File: src/rtl/stxa_pkg.sv
// Shared types, constants and colour matching table builder for the XYZ accumulator.
package stxa_pkg;

  localparam int TABLE_ENTRIES = 471;
  localparam int NODE_COUNT = 95;
  localparam int BANK_EVEN = (TABLE_ENTRIES + 1) / 2;
  localparam int BANK_ODD = TABLE_ENTRIES / 2;
  localparam int QUEUE_DEPTH = 2;

  localparam logic [31:0] NORM_SCALE_RESET = 32'd10048406;
  localparam logic [17:0] WL_MIN_Q8 = 18'd92160;
  localparam logic [17:0] WL_MAX_Q8 = 18'd212480;

  localparam int RESP_W = 26;
  localparam int PROD_W = 58;
  localparam int QUO_W = 34;

  localparam logic [1:0] ERR_NONE = 2'd0;
  localparam logic [1:0] ERR_INVALID = 2'd1;
  localparam logic [1:0] ERR_OVERFLOW = 2'd2;

  typedef struct packed {
    logic [31:0] mag;
    logic        neg;
    logic [8:0]  idx;
    logic [7:0]  frac;
    logic [31:0] pdf;
    logic        invalid;
    logic        last;
  } item_t;

  typedef logic [53:0] cmf_word_t;
  typedef cmf_word_t even_bank_t [BANK_EVEN];
  typedef cmf_word_t odd_bank_t [BANK_ODD];

  // CIE 1931 nodes at 5 nm from 360 nm, units of 1e-9, stored x, y, z per node.
  localparam longint CIE_NODES [3*NODE_COUNT] = '{
    129900, 3917, 606100, 232100, 6965, 1086000, 414900, 12390, 1946000,
    741600, 22020, 3486000, 1368000, 39000, 6450000, 2236000, 64000, 10550000,
    4243000, 120000, 20050000, 7650000, 217000, 36210000, 14310000, 396000, 67850000,
    23190000, 640000, 110200000, 43510000, 1210000, 207400000,
    77630000, 2180000, 371300000,
    134380000, 4000000, 645600000, 214770000, 7300000, 1039050000,
    283900000, 11600000, 1385600000,
    328500000, 16840000, 1622960000, 348280000, 23000000, 1747060000,
    348060000, 29800000, 1782600000,
    336200000, 38000000, 1772110000, 318700000, 48000000, 1744100000,
    290800000, 60000000, 1669200000,
    251100000, 73900000, 1528100000, 195360000, 90980000, 1287640000,
    142100000, 112600000, 1041900000,
    95640000, 139020000, 812950000, 57950000, 169300000, 616200000,
    32010000, 208020000, 465180000,
    14700000, 258600000, 353300000, 4900000, 323000000, 272000000,
    2400000, 407300000, 212300000,
    9300000, 503000000, 158200000, 29100000, 608200000, 111700000,
    63270000, 710000000, 78250000,
    109600000, 793200000, 57250000, 165500000, 862000000, 42160000,
    225750000, 914850000, 29840000,
    290400000, 954000000, 20300000, 359700000, 980300000, 13400000,
    433450000, 994950000, 8750000,
    512050000, 1000000000, 5750000, 594500000, 995000000, 3900000,
    678400000, 978600000, 2750000,
    762100000, 952000000, 2100000, 842500000, 915400000, 1800000,
    916300000, 870000000, 1650000,
    978600000, 816300000, 1400000, 1026300000, 757000000, 1100000,
    1056700000, 694900000, 1000000,
    1062200000, 631000000, 800000, 1045600000, 566800000, 600000,
    1002600000, 503000000, 340000,
    938400000, 441200000, 240000, 854450000, 381000000, 190000,
    751400000, 321000000, 100000,
    642400000, 265000000, 50000, 541900000, 217000000, 30000,
    447900000, 175000000, 20000,
    360800000, 138200000, 10000, 283500000, 107000000, 0, 218700000, 81600000, 0,
    164900000, 61000000, 0, 121200000, 44580000, 0, 87400000, 32000000, 0,
    63600000, 23200000, 0, 46770000, 17000000, 0, 32900000, 11920000, 0,
    22700000, 8210000, 0, 15840000, 5723000, 0, 11359160, 4102000, 0,
    8110916, 2929000, 0, 5790346, 2091000, 0, 4109457, 1484000, 0,
    2899327, 1047000, 0, 2049190, 740000, 0, 1439971, 520000, 0,
    999949, 361100, 0, 690079, 249200, 0, 476021, 171900, 0,
    332301, 120000, 0, 234826, 84800, 0, 166151, 60000, 0,
    117413, 42400, 0, 83075, 30000, 0, 58707, 21200, 0,
    41510, 14990, 0, 29353, 10600, 0, 20674, 7470, 0,
    14560, 5260, 0, 10254, 3700, 0, 7225, 2610, 0,
    5100, 1840, 0, 3600, 1300, 0, 2545, 920, 0,
    1803, 650, 0, 1275, 460, 0
  };

  // One table entry: four-point Lagrange fit on the 5 nm nodes, clamped at
  // zero and rounded half up to Q2.16; x in the top field, z in the bottom.
  function automatic cmf_word_t cmf_entry(input int i);
    int     b;
    longint q;
    longint s;
    longint w [4];
    logic [17:0] v;
    cmf_word_t e;
    b = i / 5 - 1;
    if (b < 0) b = 0;
    if (b > NODE_COUNT - 4) b = NODE_COUNT - 4;
    q = longint'(i - 5 * b);
    w[0] = -((q - 5) * (q - 10) * (q - 15));
    w[1] = 3 * (q * (q - 10) * (q - 15));
    w[2] = -3 * (q * (q - 5) * (q - 15));
    w[3] = q * (q - 5) * (q - 10);
    e = '0;
    for (int c = 0; c < 3; c++) begin
      s = 0;
      for (int k = 0; k < 4; k++) begin
        s = s + w[k] * CIE_NODES[3 * (b + k) + c];
      end
      if (s < 0) s = 0;
      v = 18'((s * 65536 + 64'sd375000000000) / 64'sd750000000000);
      e[53 - 18 * c -: 18] = v;
    end
    return e;
  endfunction

  function automatic even_bank_t build_even();
    even_bank_t r;
    for (int j = 0; j < BANK_EVEN; j++) begin
      r[j] = cmf_entry(2 * j);
    end
    return r;
  endfunction

  function automatic odd_bank_t build_odd();
    odd_bank_t r;
    for (int j = 0; j < BANK_ODD; j++) begin
      r[j] = cmf_entry(2 * j + 1);
    end
    return r;
  endfunction

endpackage

File: src/rtl/stxa_front.sv
// Front end: accepts sample words, checks them and reduces them to queue entries.
module stxa_front (
  input  logic               in_valid,
  output logic               in_ready,
  input  logic signed [31:0] in_contribution,
  input  logic [17:0]        in_wavelength_q8,
  input  logic [31:0]        in_pdf,
  input  logic               in_measure_ok,
  input  logic               in_last_lane,
  input  logic               q_full,
  output logic               q_push,
  output stxa_pkg::item_t    q_item
);
  import stxa_pkg::*;

  logic [17:0] coord;

  assign in_ready = !q_full;
  assign q_push = in_valid && !q_full;
  assign coord = in_wavelength_q8 - WL_MIN_Q8;

  always_comb begin
    q_item.neg = in_contribution[31];
    q_item.mag = in_contribution[31] ? (32'd0 - in_contribution) : in_contribution;
    q_item.idx = coord[16:8];
    q_item.frac = coord[7:0];
    q_item.pdf = in_pdf;
    q_item.invalid = (in_wavelength_q8 < WL_MIN_Q8) || (in_wavelength_q8 > WL_MAX_Q8) ||
                     (in_pdf == 32'd0) || !in_measure_ok;
    q_item.last = in_last_lane;
  end

endmodule

File: config.mk
export PLATFORM = sky130hd
export DESIGN_NAME = stxa_front
export DESIGN_NICKNAME = d
export VERILOG_FILES = /design/src/rtl/stxa_pkg.sv /design/src/rtl/stxa_front.sv
export SDC_FILE = /design/constraint.sdc
export NUM_CORES = 1
export LEC_CHECK = 0
export ABC_AREA = 1
export BUFFER_PORTS_ARGS = -buffer_cell sky130_fd_sc_hd__buf_4
export CAP_MARGIN = 20
export CELL_PAD_IN_SITES_DETAIL_PLACEMENT = 0
export CELL_PAD_IN_SITES_GLOBAL_PLACEMENT = 1
export CORE_MARGIN = 1
export CORE_UTILIZATION = 24
export DETAILED_ROUTE_END_ITERATION = 12
export PLACE_DENSITY = 0.95
export SLEW_MARGIN = 5
export SYNTH_ARGS = -nofsm -noshare
export SYNTH_HDL_FRONTEND = slang
export SYNTH_SLANG_ARGS = --single-unit
export TNS_END_PERCENT = 30
File: constraint.sdc
create_clock -name vclk -period 2.59
set_input_delay 0.259 -clock vclk [all_inputs]
set_output_delay 0.259 -clock vclk [all_outputs]
set_load 0.1 [all_outputs]
Yosys cells after proc, flatten, opt, wreduce, memory -nomap -nowiden
Index checks and enable logic that the tools add are counted.
Widths: inputs -> output; s select.
- add/subtract/negate cells: 2
- $lt $le $gt $ge: 2
- mux-type cells: 1
- reduce and logical (&&, ||, !) cells: 7
- operator list (operator ; count):
    $logic_not 32->1 ; 1
    $mux 32 ; 1
    $sub 1x32->32 const A ; 1
    $gt 18x18->1 const B ; 1
    $lt 18x17->1 const B ; 1
    $sub 17x17->17 const B ; 1
    $logic_or 1x1->1 ; 3
    $logic_not 1->1 ; 2
    $logic_and 1x1->1 ; 1
- bits in registers: 0
- input port bits: 86
- output and inout port bits: 86
- word-level logic and storage cells: 12

Longest topological paths before layout
- depth in word-level cells: 4
- gate-level depth with buffers: 9
- gate-level depth less buffers: 9

Least setup slack after synthesis
No wires, ideal clock.
- path kind: in2out
- start: input port in_contribution[31]
- end: output port q_item[53] (netlist bit)
- arrival: 2.711 ns
- data required time: 2.331 ns
- path slack: -0.380 ns
- stages on the path: 3
- path buffers: 2
- path through: buf_2 > buf_2 > o21ai_0
- RTL lines (what ; RTL line ; RTL):
    start: declaration ; stxa_front.sv:5 ; input logic signed [31:0] in_contribution,
    end: declaration ; stxa_front.sv:12 ; output stxa_pkg::item_t q_item

==> run summary <==
The total global routing track utilization is 0.1420. For this run, the register share of the synthesized area comes to 0. The remaining design rule violation count is 0.

The transition time at the pin with the least slew margin came out at about 0.36 ns. The arrival time at the worst endpoint is 1.61 ns. The maximum number of pins on one net before global-route repair came out at 35. The worst setup path is launched from an input pin. The detailed placement HPWL is between 5 and 6 mm.

The largest voltage drop on the vdd net came out at 0.1588 mV. The area taken by flip-flops and latches came out at 0 um^2. The floorplan has 30 rows. The number of buffers and inverters on the critical path is 3. The routed metal-1 wire length came out at 2.388 mm. After clock tree synthesis, the repair step resized 0 gates. Along the worst path, the maximum fanout reaches 7. Once the clock tree was built, the setup fixing pass inserted 0 buffers. The number of failing hold endpoints at the final stage is 0. When the netlist entered floorplanning its net count stood at 427. The wire length on met3 is between 400 and 500 um. The x dimension of the die came out at around 87 um. The number of port buffers is 170. The number of antenna violations at the first check in global routing is 0. The data required time of the critical path is 2.33 ns. The via count of the first global-routing pass is 2105. The share of the synthesized area in the top cell type came out at 0.2050. The pre-antenna-repair detailed-routing pass consisted of 4 iterations. The cell count after synthesis came out at approximately 340. The number of clock-tree buffers in the layout is 0. The antenna diode instance count is 0. The ratio of cells with drive above 1 in the final layout came out at 0.4139. The critical path endpoint category is an output pin.

The completed layout was analyzed and its total power is 0.001127 W. The final-report max-slew violation count came out at 0. The sequential cell count is 0.

The hold-fix buffer count after cts is 0. The reported max-cap violation count came out at 0. On the critical path the largest part of the delay comes from buffers and inverters. The ratio of routed vias to standard cells came out at 4.204. In this run the worst hold path is classified as input pin to output pin. Summing every instance area after synthesis gives 0.001739 mm^2. The routed layout has 2333 vias. The classification of the worst setup path is input pin to output pin. The area of the core region came out at 0.006907 mm^2. The maximum frequency from static timing analysis came out at about 0.54 GHz.

In the detailed route, the total length drawn on met2 is 3.029 mm. The hold-critical path depth came out at 0. Once placement finished, the instance area stood at 0.002783 mm^2. The global placer's final weighted congestion came out at 0.8174. The static power due to leakage came out at 1.538 nW. The cell with the most instances on the worst path is sky130_fd_sc_hd__nand2_2. In this run the mean area of a mapped cell was 5.145 um^2. The worst hold path terminates at q_item[0].

The DRC marker count from the first detailed-route iteration came out at 64. The top layer reached by signal wires is met4. The wire length of the first global-routing pass is 8.894 mm.

The critical-path cell with the highest stage delay is sky130_fd_sc_hd__buf_4. The final number of setup-violating endpoints came out at 0. The number of routed nets with antenna violations came out at 0.

The delay contributed by the slowest stage of the critical path came out at 0.31 ns. After detailed routing, the average wire length per cell comes to approximately 11 um. The total negative setup slack is 0 ns.

The number of warning messages in the yosys log came out at 0. The final critical delay including setup and external delays came out at 1.867 ns. The floorplan step defined a die boundary enclosing 0.007591 mm^2. The ratio of final minimum period to clock period is 0.7208.

The total congestion overflow is 0. The headroom to the max-slew limit came out at 0.7587. Setup repair after global routing left no endpoint under its margin. The initial core utilization is 0.2518. The startpoint of the worst hold path is in_last_lane. The final layout contains routed wiring with a total length of 5.933 mm.

The power per cell area is 405.1 mW/mm^2. The area overhead of the layout relative to synthesis is 60.00%. After synthesis, the cell types taking the most area are sky130_fd_sc_hd__nand2_1, sky130_fd_sc_hd__buf_4, sky130_fd_sc_hd__nor2_1.

The number of I/O pins came out at 172. The run finished with clean final reports. Traced cell by cell, the critical path runs through buf_4, inv_1, ha_1, nand2_2, nor2_8, nand2_2, nand2_2, nand2_1, xor2_1, buf_4.

For this run, the post-layout net count is 550. The number of library cell types mapped by synthesis came out at 21. The final instance area is 0.002783 mm^2. Summed over all instances, the cell type with the most area after synthesis is sky130_fd_sc_hd__nand2_1.

In this run the vertical extent of the chip is 87.13 um.
==> metal layers <==
layer,vias to the layer above,track usage
met3,10,0.01043
met2,105,0.2892
li1,1242,-
met4,0,0.02385
met1,976,0.1605
met5,-,0
==> worst max path at each step <==
stage	startpoint	end	slack, ns	cells after the start
CTS	in_contribution[0]	q_item[70]	0.70	10
finish	in_contribution[0]	q_item[70]	0.72	10
floorplan	in_wavelength_q8[11]	q_item[47]	-0.26	3
global route	in_contribution[0]	q_item[70]	0.60	10
detailed placement	in_contribution[0]	q_item[70]	0.70	10
global placement	in_contribution[0]	q_item[70]	0.75	10
==> cell families (layout without fill, tap and decap cells) <==
logic type	after synthesis	count (layout)	share of synthesized area
xor+xnor	20	20	0.1007
simple gates	219	219	0.5619
buf+inv	86	207	0.2870
fa+ha+maj	3	3	0.02159
compound gates	10	10	0.02877
==> cell usage in the layout (no fill, tap or decap), drive strengths merged <==
| cell | n |
|---|---|
| ha | 3 |
| a21oi | 1 |
| nand2 | 103 |
| nand4 | 8 |
| nor3 | 5 |
| xnor2 | 8 |
| nand3b | 3 |
| nor2 | 73 |
| inv | 37 |
| buf | 170 |
| nand3 | 25 |
| and2 | 2 |
| xor2 | 12 |
| o21ai | 9 |
==> stage by stage <==
| step | std cells | hold WS, ns | util | worst slack (ns) |
|---|---|---|---|---|
| 2_1_floorplan | 338 | 0.7295 | - | -0.2590 |
| 3_3_place_gp | 555 | 0.5192 | 0.4029 | 0.7532 |
| 3_5_place_dp | 555 | 0.5192 | 0.4029 | 0.6969 |
| 4_1_cts | 555 | 0.5192 | 0.4029 | 0.6966 |
| 5_1_grt | 555 | 0.5181 | 0.4029 | 0.6026 |
| 6_report | 555 | 0.5180 | 0.4029 | 0.7232 |
==> cell usage after synthesis, drive strengths merged <==
cell / instances
nand2: 103
nand4: 8
nor3: 5
nand3b: 3
xnor2: 8
nand3: 25
o21ai: 9
nor2: 73
buf: 49
xor2: 12
and2: 2
a21oi: 1
inv: 37
ha: 3
==> cell type report <==
type               instances  area, um^2
fillers                  751        4124
multi-input cells        252        1247
repair buffers           170        1276
well taps                 96       120.1
inverters                 37       138.9
==> where the power goes <==
| group | switching (W) | leakage [nW] | internal, W |
|---|---|---|---|
| registers | 0 | 0 | 0 |
| clock network | 0 | 0 | 0 |
| logic | 0.000872 | 1.54 | 0.000255 |
Note: power is estimated with default switching activity, not from simulation.
