--- config.mk ---
export PLATFORM = sky130hd
export DESIGN_NAME = stxa_fifo
export DESIGN_NICKNAME = d
export VERILOG_FILES = /design/src/rtl/stxa_pkg.sv /design/src/rtl/stxa_fifo.sv
export SDC_FILE = /design/constraint.sdc
export NUM_CORES = 1
export LEC_CHECK = 0
export BUFFER_PORTS_ARGS = -buffer_cell sky130_fd_sc_hd__buf_2
export CAP_MARGIN = 20
export CORE_MARGIN = 2
export CORE_UTILIZATION = 45
export DETAILED_ROUTE_END_ITERATION = 7
export MAX_ROUTING_LAYER = met4
export PLACE_DENSITY = 0.7
export RECOVER_POWER = 25
export SLEW_MARGIN = 15
export SYNTH_ARGS = -nofsm -noshare
export SYNTH_HDL_FRONTEND = slang
export SYNTH_SLANG_ARGS = --single-unit
--- constraint.sdc ---
create_clock -name clk -period 5.4 [get_ports clk]
set_clock_uncertainty 0.15 [all_clocks]
set_input_delay 0.54 -clock clk [delete_from_list [all_inputs] [get_ports clk]]
set_output_delay 0.54 -clock clk [all_outputs]
set_load 0.01 [all_outputs]
--- src/rtl/stxa_pkg.sv ---
// Shared types, constants and colour matching table builder for the XYZ accumulator.
package stxa_pkg;

  localparam int TABLE_ENTRIES = 471;
  localparam int NODE_COUNT = 95;
  localparam int BANK_EVEN = (TABLE_ENTRIES + 1) / 2;
  localparam int BANK_ODD = TABLE_ENTRIES / 2;
  localparam int QUEUE_DEPTH = 2;

  localparam logic [31:0] NORM_SCALE_RESET = 32'd10048406;
  localparam logic [17:0] WL_MIN_Q8 = 18'd92160;
  localparam logic [17:0] WL_MAX_Q8 = 18'd212480;

  localparam int RESP_W = 26;
  localparam int PROD_W = 58;
  localparam int QUO_W = 34;

  localparam logic [1:0] ERR_NONE = 2'd0;
  localparam logic [1:0] ERR_INVALID = 2'd1;
  localparam logic [1:0] ERR_OVERFLOW = 2'd2;

  typedef struct packed {
    logic [31:0] mag;
    logic        neg;
    logic [8:0]  idx;
    logic [7:0]  frac;
    logic [31:0] pdf;
    logic        invalid;
    logic        last;
  } item_t;

  typedef logic [53:0] cmf_word_t;
  typedef cmf_word_t even_bank_t [BANK_EVEN];
  typedef cmf_word_t odd_bank_t [BANK_ODD];

  // CIE 1931 nodes at 5 nm from 360 nm, units of 1e-9, stored x, y, z per node.
  localparam longint CIE_NODES [3*NODE_COUNT] = '{
    129900, 3917, 606100, 232100, 6965, 1086000, 414900, 12390, 1946000,
    741600, 22020, 3486000, 1368000, 39000, 6450000, 2236000, 64000, 10550000,
    4243000, 120000, 20050000, 7650000, 217000, 36210000, 14310000, 396000, 67850000,
    23190000, 640000, 110200000, 43510000, 1210000, 207400000,
    77630000, 2180000, 371300000,
    134380000, 4000000, 645600000, 214770000, 7300000, 1039050000,
    283900000, 11600000, 1385600000,
    328500000, 16840000, 1622960000, 348280000, 23000000, 1747060000,
    348060000, 29800000, 1782600000,
    336200000, 38000000, 1772110000, 318700000, 48000000, 1744100000,
    290800000, 60000000, 1669200000,
    251100000, 73900000, 1528100000, 195360000, 90980000, 1287640000,
    142100000, 112600000, 1041900000,
    95640000, 139020000, 812950000, 57950000, 169300000, 616200000,
    32010000, 208020000, 465180000,
    14700000, 258600000, 353300000, 4900000, 323000000, 272000000,
    2400000, 407300000, 212300000,
    9300000, 503000000, 158200000, 29100000, 608200000, 111700000,
    63270000, 710000000, 78250000,
    109600000, 793200000, 57250000, 165500000, 862000000, 42160000,
    225750000, 914850000, 29840000,
    290400000, 954000000, 20300000, 359700000, 980300000, 13400000,
    433450000, 994950000, 8750000,
    512050000, 1000000000, 5750000, 594500000, 995000000, 3900000,
    678400000, 978600000, 2750000,
    762100000, 952000000, 2100000, 842500000, 915400000, 1800000,
    916300000, 870000000, 1650000,
    978600000, 816300000, 1400000, 1026300000, 757000000, 1100000,
    1056700000, 694900000, 1000000,
    1062200000, 631000000, 800000, 1045600000, 566800000, 600000,
    1002600000, 503000000, 340000,
    938400000, 441200000, 240000, 854450000, 381000000, 190000,
    751400000, 321000000, 100000,
    642400000, 265000000, 50000, 541900000, 217000000, 30000,
    447900000, 175000000, 20000,
    360800000, 138200000, 10000, 283500000, 107000000, 0, 218700000, 81600000, 0,
    164900000, 61000000, 0, 121200000, 44580000, 0, 87400000, 32000000, 0,
    63600000, 23200000, 0, 46770000, 17000000, 0, 32900000, 11920000, 0,
    22700000, 8210000, 0, 15840000, 5723000, 0, 11359160, 4102000, 0,
    8110916, 2929000, 0, 5790346, 2091000, 0, 4109457, 1484000, 0,
    2899327, 1047000, 0, 2049190, 740000, 0, 1439971, 520000, 0,
    999949, 361100, 0, 690079, 249200, 0, 476021, 171900, 0,
    332301, 120000, 0, 234826, 84800, 0, 166151, 60000, 0,
    117413, 42400, 0, 83075, 30000, 0, 58707, 21200, 0,
    41510, 14990, 0, 29353, 10600, 0, 20674, 7470, 0,
    14560, 5260, 0, 10254, 3700, 0, 7225, 2610, 0,
    5100, 1840, 0, 3600, 1300, 0, 2545, 920, 0,
    1803, 650, 0, 1275, 460, 0
  };

  // One table entry: four-point Lagrange fit on the 5 nm nodes, clamped at
  // zero and rounded half up to Q2.16; x in the top field, z in the bottom.
  function automatic cmf_word_t cmf_entry(input int i);
    int     b;
    longint q;
    longint s;
    longint w [4];
    logic [17:0] v;
    cmf_word_t e;
    b = i / 5 - 1;
    if (b < 0) b = 0;
    if (b > NODE_COUNT - 4) b = NODE_COUNT - 4;
    q = longint'(i - 5 * b);
    w[0] = -((q - 5) * (q - 10) * (q - 15));
    w[1] = 3 * (q * (q - 10) * (q - 15));
    w[2] = -3 * (q * (q - 5) * (q - 15));
    w[3] = q * (q - 5) * (q - 10);
    e = '0;
    for (int c = 0; c < 3; c++) begin
      s = 0;
      for (int k = 0; k < 4; k++) begin
        s = s + w[k] * CIE_NODES[3 * (b + k) + c];
      end
      if (s < 0) s = 0;
      v = 18'((s * 65536 + 64'sd375000000000) / 64'sd750000000000);
      e[53 - 18 * c -: 18] = v;
    end
    return e;
  endfunction

  function automatic even_bank_t build_even();
    even_bank_t r;
    for (int j = 0; j < BANK_EVEN; j++) begin
      r[j] = cmf_entry(2 * j);
    end
    return r;
  endfunction

  function automatic odd_bank_t build_odd();
    odd_bank_t r;
    for (int j = 0; j < BANK_ODD; j++) begin
      r[j] = cmf_entry(2 * j + 1);
    end
    return r;
  endfunction

endpackage

--- src/rtl/stxa_fifo.sv ---
// Short queue of checked sample words between the front and back ends.
module stxa_fifo #(
  parameter int DEPTH = stxa_pkg::QUEUE_DEPTH
) (
  input  logic            clk,
  input  logic            rst_n,
  input  logic            push,
  input  stxa_pkg::item_t push_item,
  output logic            full,
  input  logic            pop,
  output stxa_pkg::item_t head,
  output logic            empty
);
  import stxa_pkg::*;

  localparam int AW = (DEPTH > 1) ? $clog2(DEPTH) : 1;
  localparam int CW = $clog2(DEPTH + 1);

  item_t         mem_r [DEPTH];
  logic [AW-1:0] wr_ptr_r;
  logic [AW-1:0] rd_ptr_r;
  logic [CW-1:0] count_r;

  assign full = (count_r == CW'(DEPTH));
  assign empty = (count_r == '0);
  assign head = mem_r[rd_ptr_r];

  always_ff @(posedge clk) begin
    if (push) begin
      mem_r[wr_ptr_r] <= push_item;
    end
  end

  always_ff @(posedge clk) begin
    if (!rst_n) begin
      wr_ptr_r <= '0;
      rd_ptr_r <= '0;
      count_r <= '0;
    end else begin
      if (push) begin
        wr_ptr_r <= (wr_ptr_r == AW'(DEPTH - 1)) ? '0 : wr_ptr_r + 1'b1;
      end
      if (pop) begin
        rd_ptr_r <= (rd_ptr_r == AW'(DEPTH - 1)) ? '0 : rd_ptr_r + 1'b1;
      end
      if (push && !pop) begin
        count_r <= count_r + 1'b1;
      end else if (pop && !push) begin
        count_r <= count_r - 1'b1;
      end
    end
  end

endmodule

* Word-level counts from Yosys, hierarchy flattened *
Memories as Yosys holds them, arrays and structs flattened. A register that Yosys moved wholly into a read port is not among the register bits.
Index checks and enable logic that the tools add are counted.

word-level totals
  memories kept = 1
  bits in registers = 4
  input bits = 88
  word-level logic and storage cells = 23
  memory bits (writable) = 168

cells by class
  multiplexer cells = 8
  reductions and logical operators = 6
  eq/ne operators = 1
  add/subtract/negate cells = 4

memories
  name   depth  bits a word  read ports  clocked after memory_dff  wr ports  RTL line         source
  mem_r  2      84           1           1                         1         stxa_fifo.sv:19  item_t mem_r [DEPTH];

operators by type and width
  operator               number
  $mux W1                6
  $mux W2                2
  $add A1 B1 Y1 const B  2
  $add A2 B1 Y2 const B  1
  $eq A2 B2 Y1 const B   1
  $logic_and A1 B1 Y1    2
  $logic_not A1 Y1       2
  $logic_not A2 Y1       1
  $reduce_bool A2 Y1     1
  $sub A2 B1 Y2 const B  1

* Logic depth before layout (Yosys ltp) *
Gate-level depths: netlist of run 1.

  depth in word-level cells = 4
  mapped depth = 5

* Least setup slack after synthesis of run 1 *
Ideal clock, no wire load.

  path kind = input port to flip-flop
  start = in push
  end = mem mem_r[0][0] (netlist bit), enable pin
  library setup time = 538 ps
  buffers on the path = 0
  arrival = 4240 ps
  slack = 473 ps
  stages on the path = 1
  cell sequence = nor2b_1

on the way
  cells in the longest elaborated chain, start to end = 2

RTL lines
  item                           RTL line         source
  start, declared                stxa_fifo.sv:7   input logic push,
  $mux W1                        stxa_fifo.sv:29  if (push) begin
  $mux W1 (implied by the code)  stxa_fifo.sv:30  mem_r[wr_ptr_r] <= push_item;
  end, declared                  stxa_fifo.sv:19

No other way between the ends.

==> flow_metrics.env, run 1 <==
export IMPL_start_kind="flip-flop"
export IMPL_cts_tree="built"
export IMPL_synth_fp_nets=372
export IMPL_grt_pass1_wl_um=16080
export IMPL_grt_overflow=0
export IMPL_rows=43
export IMPL_dr_wl_met3_um=822
export IMPL_cts_sinks=173
export IMPL_fin_cells=663
export IMPL_dp_slack_ps=2790
export IMPL_track_usage_pct=14.88
export IMPL_arrival_ps=2270
export IMPL_grt_setup_unrepaired="false"
export IMPL_hold_depth=1
export IMPL_area_growth_pct=26.54
export IMPL_p_leak_nw=2.956
export IMPL_post_cts_buffers=0
export IMPL_grt_max_degree=86
export IMPL_io_buffers=173
export IMPL_switchingPower_mw=0.6346
export IMPL_cts_buffers=17
export IMPL_post_cts_resized=0
export IMPL_die_w_um=122.3
export IMPL_seq_power_share_pct=51.0
export IMPL_viasPerCell=4.864
export IMPL_power_frac_clock_pct=39.8
export IMPL_path_max_fanout=45
export IMPL_clock_path_buffers=2
export IMPL_powerDensity_nw_per_um2=388.8
export IMPL_fin_crit_ps=2964
export IMPL_fin_area_um2=7970
export IMPL_syn_inst=283
export IMPL_ios=174
export IMPL_dpl_cell_count=630
export IMPL_antenna_found_initial=0
export IMPL_htreeDepth=4
export IMPL_p_int_mw=2.464
export IMPL_syn_cell_area_um2=6299
export IMPL_seq_area_frac_synth_pct=81.68
export IMPL_synth_top_cell_area_share_pct=80.10
export IMPL_holdBufCountCts=0
export IMPL_ys_top_cells_by_area="edfxtp_1 80%, mux2_2 15%, dfxtp_1 1.6%"
export IMPL_cts_root_buf="clkbuf_16"
export IMPL_fin_setup_tns_ps=0
export IMPL_timing_hold_ws_ps=160.7
export IMPL_die_h_um=122.3
export IMPL_wl_um=10840
export IMPL_worstSkewPairLatency_ps=410
export IMPL_r2r_slack_ps=3640
export IMPL_relSlewSlack_pct=58.73
export IMPL_combPwrFrac_pct=9.2
export IMPL_ant_nets=0
export IMPL_drt_iter0_drc=147
export IMPL_tightest_slew_ps=619.0
export IMPL_final_core_util_pct=57.87
export IMPL_clk_pin_slew_ps=60
export IMPL_highest_layer="met4"
export IMPL_finalPower_mw=3.099
export IMPL_slew_viol_final=0
export IMPL_layout_nets=559
export IMPL_synth_cell_types=17
export IMPL_hp_start="push_item[2]"
export IMPL_setup_viol=0
export IMPL_die_area_um2=14960
export IMPL_grt_pass1_vias=3323
export IMPL_yosys_area_top_type="edfxtp_1"
export IMPL_critPathRequiredTime_ps=4710
export IMPL_initial_core_util_pct=45.73
export IMPL_ys_seq_elements=173
export IMPL_first_pass_iters=4
export IMPL_status="finished clean"
export IMPL_drc=0
export IMPL_rr_worst_depth=2
export IMPL_n_antenna_cell=0
export IMPL_critPathKind="flip-flop to primary output"
export IMPL_p_sw_share_pct=20.48
export IMPL_maxCapViolations=0
export IMPL_rr_startpoint="wr_ptr_r"
export IMPL_hold_viol=0
export IMPL_setup_ws_ps=2436
export IMPL_hp_class="input pin to flip-flop"
export IMPL_peakVddDrop_v=0.0002293
export IMPL_fmax_ghz=0.3373
export IMPL_via_count=3225
export IMPL_layout_drive_gt1_share_pct=56.73
export IMPL_finalCritPeriodShare_pct=54.90
export IMPL_placed_area_um2=7357
export IMPL_r2r_end="mem_r[1][61]"
export IMPL_syn_avg_cell_area_um2=22.26
export IMPL_gp_congestion=0.6566
export IMPL_min_to="mem_r[1][2]"
export IMPL_wirelength_met1_um=4365
export IMPL_core_area_um2=13770
export IMPL_detailed_place_hpwl_um=6928
export IMPL_avgRoutedWirePerCell_um=16.34
export IMPL_routed_wl_met2_um=5492
export IMPL_critPathCaptureType="primary output"
export IMPL_ys_warn_count=0
## power by group through the flow
stage / Clock (mW) / Sequential, mW / Combinational, mW
2_1_floorplan: 0 / 1.60 / 0.178
3_3_place_gp: 0 / 1.61 / 0.279
3_5_place_dp: 0 / 1.61 / 0.288
4_1_cts: 1.26 / 1.58 / 0.290
5_1_grt: 1.32 / 1.59 / 0.310
6_report: 1.23 / 1.58 / 0.286
## cells in the mapped netlist
cell,instances
a21boi_1,1
and2_1,4
and2b_2,1
buf_2,2
buf_6,7
dfxtp_1,5
edfxtp_1,168
ha_1,1
inv_1,1
mux2_2,84
nor2_1,1
nor2b_1,2
o21a_1,1
o21ai_0,1
or3_1,1
xnor2_1,1
xor2_1,2
## sequential cells by signal (all words and copies together) (netlist names), named ones only
register  flops
wr_ptr_r      1
rd_ptr_r      1
mem_r       168
count_r       2
## critical path, stage by stage (launching register included)
cell     delay (ps)
dfxtp_4         690
buf_4           580
mux2_2          420
buf_2           150
## routing by layer
layer	vias up	global-route usage (%)
met3	16	4.879
met4	0	6.106
met2	133	24.65
li1	1495	-
met1	1581	16.64
met5	-	-
## kinds of logic after synthesis
logic type | count (synthesis) | share of synthesized area, %
DFF | 173 | 81.68
AOI/OAI and AO/OA | 3 | 0.3179
xor gates and xnor gates | 3 | 0.4172
and+or+nand+nor | 9 | 0.8939
muxes | 84 | 15.02
buffers and inverters | 10 | 1.470
adders and majority gates | 1 | 0.1986
## cell type report
cell class / count / area, um2
Multi-Input combinational cell: 100 / 1071
Inverter: 1 / 3.754
Sequential cell: 173 / 5149
Clock inverter: 12 / 170.2
Tap cell: 180 / 225.2
Fill cell: 1075 / 5803
Clock buffer: 20 / 436.7
Timing Repair Buffer: 177 / 914.6
## worst max path at each step
stage               from          end  slack, ps
5_1_grt        flip-flop     head[64]       2270
3_5_place_dp   flip-flop     head[40]       2790
4_1_cts        flip-flop     head[40]       2340
3_3_place_gp   flip-flop     head[40]       2830
6_report       flip-flop     head[64]       2440
2_1_floorplan       push  mem_r[0][0]        470
## cell usage in the layout (no fill, tap or decap)
| cell type | count |
|---|---|
| dfxtp_4 | 1 |
| a21boi_1 | 1 |
| clkinvlp_4 | 1 |
| buf_16 | 2 |
| and2b_2 | 1 |
| buf_4 | 2 |
| dfxtp_1 | 4 |
| o21a_1 | 1 |
| inv_1 | 1 |
| o21ai_0 | 1 |
| nor2b_4 | 1 |
| nor2_1 | 1 |
| nor2b_1 | 1 |
| clkbuf_16 | 17 |
| bufinv_16 | 4 |
| xor2_1 | 2 |
| buf_2 | 156 |
| and2_1 | 3 |
| clkinv_4 | 3 |
| edfxtp_1 | 168 |
| or3_1 | 1 |
| ha_1 | 1 |
| clkinv_1 | 3 |
| and2_4 | 1 |
| clkinv_2 | 1 |
| mux2_2 | 84 |
| clkbuf_1 | 20 |
| xnor2_1 | 1 |
(Power assumes the default switching activity.)
==> inputs of run 2 (changes only) <==
ABC_AREA = 1   (was default)
PLACE_DENSITY = 0.73   (was 0.7)
clock period = 2.4 ns   (was 5.4 ns; I/O delays follow)
==> flow_metrics.env, run 2 <==
export IMPL_die_h_um=124.5
export IMPL_rows=44
export IMPL_status="finished clean"
export IMPL_cts_buffers=17
export IMPL_p_sw_share_pct=21.39
export IMPL_grt_pass1_vias=3913
export IMPL_switchingPower_mw=1.415
export IMPL_wl_um=12140
export IMPL_clk_pin_slew_ps=60
export IMPL_ys_seq_elements=173
export IMPL_layout_nets=661
export IMPL_post_cts_resized=0
export IMPL_grt_max_degree=64
export IMPL_timing_hold_ws_ps=95.06
export IMPL_final_cell_mix="168 x edfxtp_1, 137 x buf_2, 87 x dlygate4sd3_1, 60 x mux2_4, 32 x clkbuf_1"
export IMPL_setup_viol=0
export IMPL_relSlewSlack_pct=69.26
export IMPL_final_common_cell="edfxtp_1"
export IMPL_ys_warn_count=0
export IMPL_avgRoutedWirePerCell_um=15.85
export IMPL_worstSkewPairLatency_ps=410
export IMPL_n_antenna_cell=0
export IMPL_synthMuxAreaShare_pct=17.93
export IMPL_hold_depth=3
export IMPL_hp_start="push"
export IMPL_cts_sinks=173
export IMPL_fin_crit_ps=2118
export IMPL_critPathCaptureType="primary output"
export IMPL_synth_fa_ha_area_share_pct=0.1915
export IMPL_ios=174
export IMPL_track_usage_pct=16.52
export IMPL_powerDensity_nw_per_um2=738.9
export IMPL_yosys_area_top_type="edfxtp_1"
export IMPL_initial_core_util_pct=45.46
export IMPL_grt_setup_unrepaired="false"
export IMPL_fmax_ghz=0.4721
export IMPL_hold_viol=0
export IMPL_core_area_um2=14370
export IMPL_cp_buffers_inverters=2
export IMPL_synth_top_family_by_area="multiplexers"
export IMPL_yosys_area_share_simple_pct=1.149
export IMPL_via_count=3591
export IMPL_seq_area_frac_synth_pct=78.76
export IMPL_holdBufCountCts=87
export IMPL_rr_worst_depth=3
export IMPL_finalCritPeriodShare_pct=88.26
export IMPL_synth_fp_nets=385
export IMPL_grt_overflow=0
export IMPL_start_kind="flip-flop"
export IMPL_rr_startpoint="wr_ptr_r"
export IMPL_cp_slowest_stage_delay_ps=410
export IMPL_finalPower_mw=6.616
export IMPL_layout_drive_gt1_share_pct=44.33
export IMPL_syn_inst=296
export IMPL_hp_class="input pin to flip-flop"
export IMPL_p_int_mw=5.201
export IMPL_seq_power_share_pct=53.5
export IMPL_arrival_ps=1730
export IMPL_io_buffers=173
export IMPL_grt_pass1_wl_um=19110
export IMPL_clock_path_buffers=2
export IMPL_ant_nets=0
export IMPL_r2r_slack_ps=960
export IMPL_die_w_um=124.5
export IMPL_synth_compound_area_share_pct=0.1532
export IMPL_crit_family="buffers and inverters"
export IMPL_first_pass_iters=4
export IMPL_reg_largest_list="mem_r: 168 flops, count_r: 2 flops"
export IMPL_peakVddDrop_v=0.0003904
export IMPL_highest_layer="met4"
export IMPL_yosysMostFrequentCell="edfxtp_1"
export IMPL_synthXorXnorAreaFrac_pct=0
export IMPL_wirelength_met1_um=5017
export IMPL_gp_congestion=0.7343
export IMPL_routed_wl_met2_um=6256
export IMPL_die_area_um2=15500
export IMPL_tightest_slew_ps=461.2
export IMPL_ys_async_sr_fraction_pct=0
export IMPL_largest_register="mem_r"
export IMPL_area_growth_pct=37.06
export IMPL_path_cells="buf_4 -> mux2_2 -> buf_2"
export IMPL_r2r_end="mem_r[1][64]"
export IMPL_antenna_found_initial=0
export IMPL_cp_slowest_cell="mux2_2"
export IMPL_largest_reg_flops=168
export IMPL_cts_root_buf="clkbuf_16"
export IMPL_synth_cell_types=14
export IMPL_viasPerCell=4.688
export IMPL_synth_common_cells="168 x edfxtp_1, 60 x mux2_4, 24 x mux2_2"
export IMPL_critPathKind="flip-flop to primary output"
export IMPL_critPathRequiredTime_ps=2010
export IMPL_post_cts_buffers=0
export IMPL_synth_ff_type="edfxtp_1"
export IMPL_htreeDepth=4
export IMPL_path_max_fanout=30
export IMPL_combPwrFrac_pct=11.9
export IMPL_ys_top_cells_by_area="edfxtp_1 77%, mux2_4 14%, mux2_2 4.1%"
export IMPL_syn_avg_cell_area_um2=22.07
export IMPL_p_leak_nw=3.488
export IMPL_slew_viol_final=0
export IMPL_fin_setup_tns_ps=0
export IMPL_drc=0
export IMPL_synth_top_cell_area_share_pct=77.23
export IMPL_drt_iter0_drc=257
export IMPL_syn_cell_area_um2=6533
export IMPL_min_to="count_r[0]"
export IMPL_cts_tree="built"
export IMPL_detailed_place_hpwl_um=7471
export IMPL_maxCapViolations=0
export IMPL_power_frac_clock_pct=34.6
export IMPL_synth_edff_count=168
export IMPL_dr_wl_met3_um=589
run 2: cell types whose count changed after synthesis, moves of 2 or more:
cell	before	now
inv_1	1	8
nand2_1	0	8
nor2_1	1	9
mux2_2	84	24
and2_1	4	0
xor2_1	2	0
nor2b_1	2	0
mux2_4	0	60
run 2: power groups by stage:
| stage | registers, mW | logic [mW] | clock network [mW] |
|---|---|---|---|
| after detailed placement | 3.60 | 0.687 | 0 |
| after floorplan | 3.59 | 0.414 | 0 |
| after global routing | 3.55 | 0.849 | 2.48 |
| after CTS | 3.54 | 0.801 | 2.35 |
| after global placement | 3.59 | 0.671 | 0 |
| final | 3.54 | 0.787 | 2.29 |
run 2: worst max path at each step:
stage	startpoint	endpoint	slack (ps)	cells past startpoint
3_3_place_gp	flip-flop	head[0]	760	3
3_5_place_dp	flip-flop	head[75]	720	3
5_1_grt	flip-flop	head[80]	210	3
4_1_cts	flip-flop	head[75]	260	3
2_1_floorplan	wr_ptr_r	mem_r[1][0]	190	2
6_report	flip-flop	head[83]	280	3
run 2: tightest hold or removal path, delay by kind of cell:
kind | cells | cell delay, ps
buffers and inverters | 1 | 120
adders and majority gates | 1 | 180
AOI/OAI and AO/OA | 1 | 70
run 2: metrics by stage:
step	util [%]	cells	worst slack, ps	cell area [um2]
detailed placement	53.15	650	716.0	7637
global placement	53.15	650	755.9	7637
floorplan	-	296	189.1	6544
global route	62.31	766	209.3	8954
finish	62.31	766	281.7	8954
CTS	62.59	766	262.5	8994
run 2: cell families (layout without fill, tap and decap cells):
| family | after synthesis | count (layout) |
|---|---|---|
| AOI/OAI and AO/OA | 2 | 2 |
| DFF | 173 | 173 |
| buffers and inverters | 17 | 303 |
| adders and majority gates | 1 | 1 |
| muxes | 84 | 84 |
| and+or+nand+nor | 19 | 19 |
run 2: cell type report:
| cell class | count | area [um2] |
|---|---|---|
| Fill cell | 1051 | 5415 |
| Sequential cell | 173 | 5149 |
| Timing Repair Buffer | 266 | 1779 |
| Multi-Input combinational cell | 106 | 1276 |
| Clock buffer | 18 | 429.2 |
| Tap cell | 184 | 230.2 |
| Clock inverter | 11 | 56.30 |
| Inverter | 8 | 33.78 |
run 2: routing by layer:
layer	track usage, %	vias up
met1	18.84	1734
met3	4.167	24
li1	-	1701
met2	27.84	132
met5	-	-
met4	7.006	0
==> inputs of run 3 (changes only) <==
CTS_BUF_LIST = sky130_fd_sc_hd__clkbuf_8   (was default)
==> flow_metrics.env, run 3 (synthesis gave the netlist of run 2 again) <==
export IMPL_setup_ws_ps=245.4
export IMPL_path_max_fanout=30
export IMPL_die_h_um=124.5
export IMPL_ant_nets=0
export IMPL_fin_cells=767
export IMPL_grt_pass1_wl_um=19410
export IMPL_viasPerCell=4.707
export IMPL_critPathRequiredTime_ps=2010
export IMPL_start_kind="flip-flop"
export IMPL_fill_cells=1080
export IMPL_area_growth_pct=34.25
export IMPL_detailed_place_hpwl_um=7471
export IMPL_htreeDepth=4
export IMPL_tightest_slew_ps=466.2
export IMPL_fmax_ghz=0.4641
export IMPL_dpl_cell_count=650
export IMPL_final_core_util_pct=61.03
export IMPL_fin_crit_ps=2155
export IMPL_wl_um=12340
export IMPL_drc=0
export IMPL_drt_iter0_drc=249
export IMPL_rows=44
export IMPL_final_cell_mix="168 x edfxtp_1, 136 x buf_2, 88 x dlygate4sd3_1, 60 x mux2_4, 33 x clkbuf_1"
export IMPL_gp_congestion=0.7343
export IMPL_antenna_found_initial=0
export IMPL_cts_tree="built"
export IMPL_power_frac_clock_pct=27.0
export IMPL_cts_sinks=173
export IMPL_grt_max_degree=64
export IMPL_combPwrFrac_pct=13.3
export IMPL_finalCritPeriodShare_pct=89.78
export IMPL_dp_slack_ps=716.0
export IMPL_relSlewSlack_pct=68.92
export IMPL_grt_pass1_vias=3969
export IMPL_slew_viol_final=0
export IMPL_p_sw_share_pct=22.56
export IMPL_die_area_um2=15500
export IMPL_peakVddDrop_v=0.0004348
export IMPL_switchingPower_mw=1.336
export IMPL_io_buffers=173
export IMPL_status="finished clean"
export IMPL_via_count=3610
export IMPL_finalPower_mw=5.922
export IMPL_cts_root_buf="clkbuf_8"
export IMPL_avgRoutedWirePerCell_um=16.08
export IMPL_n_antenna_cell=0
export IMPL_critPathKind="flip-flop to primary output"
export IMPL_p_leak_nw=3.403
export IMPL_worstSkewPairLatency_ps=440
export IMPL_powerDensity_nw_per_um2=675.3
export IMPL_placed_area_um2=7637
export IMPL_maxCapViolations=0
export IMPL_die_w_um=124.5
export IMPL_layout_drive_gt1_share_pct=43.91
export IMPL_core_area_um2=14370
export IMPL_clk_pin_slew_ps=80
export IMPL_hp_class="input pin to flip-flop"
export IMPL_arrival_ps=1760
export IMPL_hold_viol=0
export IMPL_layout_nets=662
export IMPL_track_usage_pct=16.87
export IMPL_clock_path_buffers=2
export IMPL_p_int_mw=4.586
export IMPL_final_common_cell="edfxtp_1"
export IMPL_ios=174
export IMPL_largest_reg_flops=168
export IMPL_fin_setup_tns_ps=0
export IMPL_grt_overflow=0
export IMPL_grt_setup_unrepaired="false"
export IMPL_seq_power_share_pct=59.6
export IMPL_cts_buffers=17
export IMPL_reg_largest_list="mem_r: 168 flops, count_r: 2 flops"
export IMPL_initial_core_util_pct=45.46
export IMPL_setup_viol=0
export IMPL_critPathCaptureType="primary output"
export IMPL_timing_hold_ws_ps=70.24
export IMPL_largest_register="mem_r"
export IMPL_first_pass_iters=4
export IMPL_fin_area_um2=8770
export IMPL_post_cts_resized=0
## run 3: cell count changes in the layout (fill, tap and decap cells not counted)
| cell | before | now |
|---|---|---|
| buf_2 | 137 | 136 |
| clkbuf_1 | 32 | 33 |
| clkbuf_16 | 17 | 0 |
| clkbuf_2 | 4 | 3 |
| clkbuf_8 | 0 | 17 |
| dlygate4sd3_1 | 87 | 88 |
| inv_1 | 7 | 8 |
## run 3: critical path: stages, from the launching register on
cell,delay (ps)
dfxtp_4,360
buf_4,410
mux2_2,410
buf_2,140
## run 3: area by class of cell
class	instances	area [um2]	share of cell area, %
inverter	8	33.78	0.3852
clock inverter	12	60.06	0.6848
tap	184	230.2	2.625
timing repair buffer	267	1787	20.37
clock buffer	17	234.0	2.668
sequential	173	5149	58.71
multi-input combinational	106	1276	14.55
## run 3: repair_timing
item / 4_1_cts / 5_1_grt
setup buffers: 0 / 0
hold buffers: 88 / 0
endpoints found under the hold margin: 173 / 0
## run 3: power by group through the flow
| stage | Sequential (mW) | Combinational [mW] | Clock [mW] |
|---|---|---|---|
| floorplan | 3.59 | 0.414 | 0 |
| global placement | 3.59 | 0.671 | 0 |
| detailed placement | 3.60 | 0.687 | 0 |
| CTS | 3.53 | 0.802 | 1.67 |
| global route | 3.55 | 0.853 | 1.79 |
| finish | 3.53 | 0.790 | 1.60 |
## run 3: worst paths after layout
kind / to / startpoint / slack, ps / depth (start not counted)
hold reg to reg: flip-flop / rd_ptr_r / 360 / 2
setup reg to reg: wr_ptr_r / wr_ptr_r / 420 / 5
setup / recovery: head[83] / flip-flop / 250 / 3
hold / removal: count_r[0] / push / 70 / 3
## run 3: layer usage
layer,track usage (%),part of all wire [%],vias to the layer above
met5,-,0,-
met4,6.609,1.8,0
met3,4.940,5.3,21
met2,28.74,52,137
met1,18.76,40,1756
li1,-,-,1696
